===== src/coalesced_hash_table_macros.svh =====
// Assertion macros for the hash table RTL
`ifndef COALESCED_HASH_TABLE_MACROS_SVH
`define COALESCED_HASH_TABLE_MACROS_SVH
`ifndef NO_ASSERTIONS
`define CHT_ASSERT(label, clk, rst_n, prop, msg) \
  label: assert property (@(posedge clk) disable iff (!rst_n) (prop)) else $error(msg);
`define CHT_ASSERT_NEXT(label, clk, rst_n, pre, post, msg) \
  label: assert property (@(posedge clk) disable iff (!rst_n) (pre) |=> (post)) else $error(msg);
`else
`define CHT_ASSERT(label, clk, rst_n, prop, msg)
`define CHT_ASSERT_NEXT(label, clk, rst_n, pre, post, msg)
`endif
`endif


===== src/cht_pkg.sv =====
package cht_pkg;

  localparam int unsigned TableSizeDefault = 256;
  localparam logic [31:0] EmptyKey = 32'hFFFF_FFFF;

  typedef enum logic [1:0] {
    OpInsert = 2'd0,
    OpLookup = 2'd1,
    OpRemove = 2'd2,
    OpUnused = 2'd3
  } op_e;

  typedef enum logic [1:0] {
    StDone     = 2'd0,
    StNotFound = 2'd1,
    StFull     = 2'd2
  } status_e;

  // Request as classified by the front end
  typedef struct packed {
    logic [1:0]  opcode;
    logic [31:0] key;
    logic [31:0] value;
    logic        bypass;
  } req_t;

  typedef enum logic [4:0] {
    SIdle,
    SWalkRd,
    SWalkChk,
    SInsRd,
    SInsChk,
    SPutDec,
    SScan,
    SPutFree,
    SPutLink,
    SEvRd,
    SEvChk,
    SUnlinkRd,
    SUnlinkChk,
    SEvPlace,
    SReRd,
    SReChk,
    SReply
  } be_state_e;

endpackage


===== src/cht_front.sv =====
module cht_front (
  input  logic          clk_i,
  input  logic          rst_ni,
  input  logic          push_i,
  output logic          full_o,
  input  logic [1:0]    opcode_i,
  input  logic [31:0]   key_i,
  input  logic [31:0]   value_i,
  output logic          req_valid_o,
  input  logic          req_take_i,
  output cht_pkg::req_t req_o
);

  // Two-entry request queue
  cht_pkg::req_t buf_q [2];
  logic          wr_ptr_q, rd_ptr_q;
  logic [1:0]    cnt_q;
  logic          wr, rd;
  cht_pkg::req_t req_in;

  // Classify: reserved key and unused opcode answer without touching the table
  always_comb begin
    req_in.opcode = opcode_i;
    req_in.key    = key_i;
    req_in.value  = value_i;
    req_in.bypass = (key_i == cht_pkg::EmptyKey) ||
                    (opcode_i == cht_pkg::OpUnused);
  end

  assign full_o      = cnt_q[1];
  assign wr          = push_i && !full_o;
  assign req_valid_o = cnt_q != 2'd0;
  assign rd          = req_take_i && req_valid_o;
  assign req_o       = buf_q[rd_ptr_q];

  always_ff @(posedge clk_i) begin
    if (wr) begin
      buf_q[wr_ptr_q] <= req_in;
    end
  end

  always_ff @(posedge clk_i or negedge rst_ni) begin
    if (!rst_ni) begin
      wr_ptr_q <= 1'b0;
      rd_ptr_q <= 1'b0;
      cnt_q    <= 2'd0;
    end else begin
      if (wr) wr_ptr_q <= !wr_ptr_q;
      if (rd) rd_ptr_q <= !rd_ptr_q;
      cnt_q <= cnt_q + {1'b0, wr} - {1'b0, rd};
    end
  end

endmodule


===== config.mk =====
export PLATFORM = sky130hd
export DESIGN_NAME = cht_front
export DESIGN_NICKNAME = d
export VERILOG_FILES = /design/src/coalesced_hash_table_macros.svh /design/src/cht_pkg.sv /design/src/cht_front.sv
export SDC_FILE = /design/constraint.sdc
export NUM_CORES = 1
export LEC_CHECK = 0
export BUFFER_PORTS_ARGS = -buffer_cell sky130_fd_sc_hd__buf_2
export CORE_UTILIZATION = 39
export CTS_BUF_LIST = sky130_fd_sc_hd__clkbuf_4
export CTS_CLUSTER_SIZE = 8
export DETAILED_ROUTE_END_ITERATION = 6
export GPL_TIMING_DRIVEN = 0
export HOLD_SLACK_MARGIN = 0.06
export SLEW_MARGIN = 20
export SYNTH_ARGS = -nofsm -noshare
export SYNTH_HDL_FRONTEND = slang
export SYNTH_SLANG_ARGS = --single-unit

===== constraint.sdc =====
create_clock -name clk_i -period 4.5 [get_ports clk_i]
set_input_delay 0.9 -clock clk_i [delete_from_list [all_inputs] [get_ports clk_i]]
set_output_delay 0.9 -clock clk_i [all_outputs]
set_load 0.02 [all_outputs]

# --- Yosys cells after proc, flatten, opt, wreduce, memory -nomap -nowiden ---
# Memories as Yosys holds them, arrays and structs flattened.
# Index checks and enable logic that the tools add are counted.
word_totals:
  regBits: 4
  ramBits: 134
  inputBits: 70
  out_inout_bits: 69
  mem_count: 1
memory_table:
  columns: ["memory", "words", "width", "read_ports", "rd_ports_with_merged_regs", "write_ports", "line", "text"]
  rows:
  - ["buf_q", 2, 67, 1, 0, 1, "cht_front.sv:15", "cht_pkg::req_t buf_q [2];"]
op_classes:
  n_addsub: 2
  eq_ne: 2
  mux: 2
  n_reduce_logical: 7
ops:
  columns: ["operator", "count"]
  rows:
  - ["$eq 32x32->1 const B", 1]
  - ["$logic_not 1->1", 3]
  - ["$add 2x1->2", 1]
  - ["$eq 2x2->1 const B", 1]
  - ["$logic_and 1x1->1", 2]
  - ["$mux 1", 2]
  - ["$reduce_bool 2->1", 1]
  - ["$sub 2x1->2", 1]
  - ["$logic_or 1x1->1", 1]

# --- Logic depth before layout (Yosys ltp) ---
# Gate-level depths: netlist of the first run.
logic_depth:
  word_depth: 4
  mapped_depth: 7
  mapped_depth_nobuf: 7

# --- Least setup slack after synthesis of the first run ---
# OpenSTA, ideal clock, no wires.
synth_timing:
  kind: "input port to flip-flop"
  from: "in push_i"
  to: "mem buf_q[0][0] in the netlist's numbering, enable pin"
  arrival_ns: 3.822
  required_ns: 4.007
  setup_slack_ns: 0.185
  cell_stages: 2
  n_path_buf: 0
  path_cell_list: "nand2b_1 -> nor2_1"
synth_via:
  elab_chain_len: 3
synth_lines:
  columns: ["element", "line", "text"]
  rows:
  - ["start: declaration", "cht_front.sv:4", "input logic push_i,"]
  - ["$logic_and 1x1->1", "cht_front.sv:31", "assign wr = push_i && !full_o;"]
  - ["$mux 1", "cht_front.sv:37", "if (wr) begin"]
  - ["$mux 1 (not written as such)", "cht_front.sv:38", "buf_q[wr_ptr_q] <= req_in;"]
  - ["end: declaration", "cht_front.sv:15", null]
# No other way between the ends.

==> flow_summary.ini, run 1 <==
[status]
status = finished, final reports clean

[cts]
clock_insertion_delay_worst_skew_ps = 530
postCtsResizedCells = 0
cts_buffer_depth = 2
numCtsBuffers = 17
clk_transition_reported_paths_ps = 100
cts.htree.levels = 4
cts-hold-fix-buffers = 0
clock-sinks = 138
cts_setup_buffers = 0
clock_tree_from_tritoncts = built
clockRootBuffer = clkbuf_4

[worst_setup_path]
cp-start-kind = register
worstReg2RegStart = cnt_q[1]
regToRegSetupSlack_ps = 2680
end_kind = output pin
critPathArrivalTime_ps = 1810
timing.setup.critical_path_class = register to output pin
reg2reg_to = buf_q[1][27]
critical_path.max_fanout = 10
crit_start = rd_ptr_q
required_ps = 3600
worstRegToRegCells = 3

[logic_synthesis]
edff_count_synth = 134
synthesized_net_count = 309
syn_avg_cell_area_um2 = 21.90
post_synth_main_area_contributors = edfxtp_1, mux2_2, mux2_4
post_synth_inst_count = 237
synthArstFlopShare_pct = 2.899
ys_seq_area_share_pct = 79.44
post_synth_num_cell_types = 18
ys.flop_type = edfxtp_1
ys.warnings.count = 0
netlist_area_um2 = 5191
post_synthesis_cell_type_with_the_largest_combined_area = edfxtp_1
ys_ff_latch = 138
synth_top_area_share_pct = 77.51

[layout]
fin_cells = 581
share_of_the_core_filled_with_cells_in_the_final_layout_pct = 50.50
nets = 472
area.growth.synth_to_final_pct = 24.27
antenna_cells_inserted = 0
fillers = 1123
drive_gt1_share_pct = 60.39
register_area_um2 = 4124
area_of_the_multi_input_gates_um2 = 1002

[floorplan]
core_area_um2 = 12770
design.die.area_um2 = 13780
chipWidth_um = 117.4
die_h_um = 117.4
starting_density_of_the_core_pct = 40.64
placementRows = 41
ios = 139

[sta]
max_slew_margin_pct = 59.44
worst_pin_slew_ps = 607.0
unrepaired_setup_endpoints_after_global_routing = false
setup_viol_count_final = 0
fmaxAchievable_mhz = 369.5
timing.final.hold_violations = 0
final_min_period_over_clock_period_pct = 60.13
skew_ps = 8.742
post-route-min-period_ps = 2706
drv_slew = 0

[grt]
antenna_found_initial = 0
met2_usage_pct = 22.41
grt.met3_usage_pct = 5.545
groute.usage.overall_pct = 14.80
grt_pass1_vias = 2919
global_route.usage.met1_pct = 18.50
top_usage_layer = met2
grt-ovfl-total = 0
grt_first_pass_wirelength_um = 15140
grt_start_max_net_pins = 24

[pwr]
vdd_drop_max_uv = 287.5
power_density_nw_per_um2 = 596.8
cellLeakagePower_uw = 0.002449

[routing]
drtIter0Drc = 188
wl_per_cell_um = 16.15
detail_route.first_pass.iterations = 4
antenna_violating_nets_post_route = 0
detailroute.via_count = 2713
route.detailed.drc = 0
routed_via_density = 4.670
finalWirelength_um = 9386

[placed_design]
io_buffer_count = 138
hpwlAfterDp_um = 6613
routabilityCongestion = 0.7134
placed_instances = 553

[run]
cap_viol_max_count = 0

[min_path]
hold_path.class = input pin to async pin
[cells in the final DEF, fill, tap and decap left out]
cell type and instances:
buf_12 2, xor2_1 1, nor2_4 2, mux2_4 20, nand4_1 8, buf_16 4
ha_1 2, or2_2 1, buf_8 2, dfrtp_1 4, clkinv_1 3, buf_2 142
clkinv_2 4, mux2_2 47, and2_1 1, a22o_1 1, inv_1 2, nor4_1 2
buf_6 2, clkbuf_4 21, edfxtp_1 134, xnor2_1 3, nand2b_1 1
[report_power, final]
group / leakage [µW] / internal, µW / total, µW / switching [µW]
logic: 0.00105 / 661 / 1500 / 837
registers: 0.00128 / 1690 / 1740 / 57.0
clock network: 0.000117 / 221 / 609 / 388
[synthesized netlist by cell type, types with 2 or more instances]
master / n
buf_2: 4
nand4_1: 8
ha_1: 2
mux2_4: 20
inv_1: 2
mux2_2: 47
buf_6: 2
edfxtp_1: 134
buf_8: 2
dfrtp_1: 4
nor2_1: 2
xnor2_1: 3
nor4_1: 2
[metal layers]
layer	wire length (µm)	up-vias
met5	0	-
li1	-	1273
met4	204	0
met2	4470	96
met1	4069	1328
met3	640	16
[stage by stage]
stage          power, µW  cell area, µm²  TNS, ps  hold WS (ps)  setup slack (ps)
2_1_floorplan       2802            5191        0         468.1             185.4
3_3_place_gp        3233            6097  -231420         481.6             -1733
3_5_place_dp        3309            6262        0         502.6              2146
4_1_cts             3920            6451        0         111.4              1721
5_1_grt             4053            6451        0         119.8              1690
6_report            3850            6451        0         159.7              1794
[flip-flops by register name, summed over array words and instances (netlist names)]
name,flops
buf_q,134
cnt_q,2
rd_ptr_q,1
wr_ptr_q,1
[layout make-up]
| class | instances | share of cell area [%] |
|---|---|---|
| sequential | 138 | 63.93 |
| timing repair buffer | 144 | 13.03 |
| buffer | 8 | 1.125 |
| inverter | 2 | 0.1164 |
| multi-input combinational | 89 | 15.54 |
| clock buffer | 21 | 2.444 |
| clock inverter | 7 | 0.4849 |
| tap | 172 | 3.336 |
[cell families after synthesis]
kind of cell	share of synthesized area (%)
simple gates	1.712
buf+inv	1.543
flops	79.44
fa+ha+maj	0.4820
compound gates	0.1687
mux	15.98
xor+xnor	0.6750
[worst max-delay path, cell delays in order, from the launching register on]
cell,delay (ps)
dfrtp_1,380
buf_6,130
buf_6,150
buf_8,160
mux2_4,300
buf_2,160
[worst max path at each step]
stage               slack [ps]  cells past startpoint            to
floorplan                  190                      2   buf_q[0][0]
global placement         -1730                      3  buf_q[0][28]
detailed placement        2150                      4  buf_q[1][27]
CTS                       1720                      5     req_o[49]
global route              1690                      5     req_o[46]
finish                    1790                      5     req_o[46]
(Power assumes the default switching activity.)
==> run 2: changes to the inputs <==
clock period = 2.41 ns   (was 4.5 ns; I/O delays follow)
==> run 2 against run 1 <==
Compared with the run above: core utilization is 0.20 points higher; via count decreased by 0.33%; worst setup slack worse by 1700 ps; hold slack worse by 25 ps; highest routed layer is now met5; largest cell class unchanged.
==> flow_summary.ini, run 2 (same netlist as run 1, synthesis figures left out) <==
[status]
status = finished, final reports clean

[sta]
drv_slew = 0
worst_pin_slew_ps = 738.4
final_min_period_over_clock_period_pct = 95.42
post-route-min-period_ps = 2300
skew_ps = 11.49
postLayoutSetupSlackWorst_ps = 110.4
unrepaired_setup_endpoints_after_global_routing = true
setup_viol_count_final = 0
totalNegativeSetupSlack_ps = 0
max_slew_margin_pct = 50.66
timing.final.hold_violations = 0
hold_ws_ps = 135.1
fmaxAchievable_mhz = 434.9

[worst_setup_path]
critical_path.n_buffers_inverters = 4
cp_max_delay_cell = dfrtp_1
critical_path.max_fanout = 10
cp-start-kind = register
required_ps = 1930
critPathArrivalTime_ps = 1820
critical_path.top_delay_family = buffers and inverters
end_kind = output pin
timing.setup.critical_path_class = register to output pin
cell_repeated_most_along_the_worst_path = buf_6
path_cells = buf_6 > buf_6 > buf_8 > mux2_4 > buf_2
critical-path-max-stage-delay_ps = 390

[grt]
antenna_found_initial = 2
grt_pass1_vias = 2736
grt_start_max_net_pins = 26
groute.usage.overall_pct = 14.02
grt-ovfl-total = 0
grt_first_pass_wirelength_um = 14110

[layout]
mostFrequentLayoutCells = buf_2, edfxtp_1, mux2_2
max_ffs_per_register = 134
biggest_regs = buf_q: 134 flops, cnt_q: 2 flops
register_area_um2 = 4124
layout_commonest_cell = buf_2
fillers = 1095
share_of_the_core_filled_with_cells_in_the_final_layout_pct = 50.70
area.growth.synth_to_final_pct = 24.75
largest_register = buf_q
area_of_the_multi_input_gates_um2 = 1002
drive_gt1_share_pct = 61.17
postLayoutCellArea_um2 = 6476
nets = 471

[floorplan]
starting_density_of_the_core_pct = 40.64
core_area_um2 = 12770
placementRows = 41
design.die.area_um2 = 13780
ios = 139
chipWidth_um = 117.4
die_h_um = 117.4

[min_path]
hold_path.class = input pin to register

[routing]
wl_per_cell_um = 15.55
met3WireLength_um = 548
drtIter0Drc = 162
route.detailed.drc = 0
antenna_violating_nets_post_route = 0
maxUsedRoutingLayer = met5
routed_via_density = 4.622
routed-wl-met2_um = 4418
detail_route.first_pass.iterations = 4
finalWirelength_um = 9097
met1_wl_um = 3968
detailroute.via_count = 2704

[cts]
clock-sinks = 138
clk_transition_reported_paths_ps = 120
cts_buffer_depth = 2
cts_setup_buffers = 0
numCtsBuffers = 17
cts.htree.levels = 4
clock_insertion_delay_worst_skew_ps = 530
clockRootBuffer = clkbuf_4
clock_tree_from_tritoncts = built

[placed_design]
hpwlAfterDp_um = 6182
io_buffer_count = 138
routabilityCongestion = 0.7163
place_worst_setup_slack_ps = 404.2
post_dp_cell_area_um2 = 6192

[pwr]
vdd_drop_max_uv = 700.8
power_density_nw_per_um2 = 1141
cellLeakagePower_uw = 0.002450

[run]
cap_viol_max_count = 0
## run 2: cell types whose count changed in the layout (fill, tap and decap cells not counted), sizes merged
cell | previous run | this run
clkinvlp | 0 | 4
clkbuf | 21 | 19
dlygate4sd3 | 0 | 1
buf | 152 | 150
bufinv | 0 | 2
diode | 0 | 1
## run 2: cell type report
| class | instances | share of cell area (%) |
|---|---|---|
| inverter | 2 | 0.1159 |
| tap | 172 | 3.323 |
| multi-input combinational | 89 | 15.48 |
| clock inverter | 13 | 1.990 |
| antenna | 1 | 0.03864 |
| sequential | 138 | 63.68 |
| clock buffer | 19 | 2.202 |
| timing repair buffer | 143 | 12.06 |
| buffer | 8 | 1.121 |
## run 2: path summary, 6_finish.rpt
path,start,to,slack [ps],depth (start not counted)
max,rd_ptr_q,req_o[47],110,5
min,value_i[7],buf_q[1][8],140,1
max reg2reg,cnt_q[1],buf_q[1][28],470,3
min reg2reg,cnt_q[0],cnt_q[0],530,1
max in group asynchronous,rst_ni,cnt_q[0],2020,2
min in group asynchronous,rst_ni,cnt_q[1],270,2
## run 2: per-stage QoR
stage                     power [µW]  std cells
after global routing            7772        585
final                           7387        585
after floorplan                 5214        237
after CTS                       7516        584
after global placement          6007        547
after detailed placement        6086        551
## run 2: repair_timing
action | in CTS | in global routing
hold endpoints to repair | 4 | 0
resized for setup | 0 | 0
hold buffers | 1 | 0
endpoints found under the setup margin | 0 | 22
## run 2: worst reg2reg max path, delay by kind of cell, from the launching register on
kind                   cells  cell delay (ps)
DFF                        1              440
buffers and inverters      1              270
and+or+nand+nor            2              920
## run 2: metal layers
| metal | track usage (%) | vias up |
|---|---|---|
| li1 | - | 1281 |
| met1 | 16.41 | 1313 |
| met2 | 22.08 | 94 |
| met3 | 5.788 | 14 |
| met4 | 7.224 | 2 |
| met5 | 0 | - |
## run 2: where the power goes
part	switching [µW]	internal, µW	total [µW]
Clock	794	626	1420
Combinational	1540	1170	2710
Sequential	102	3150	3250
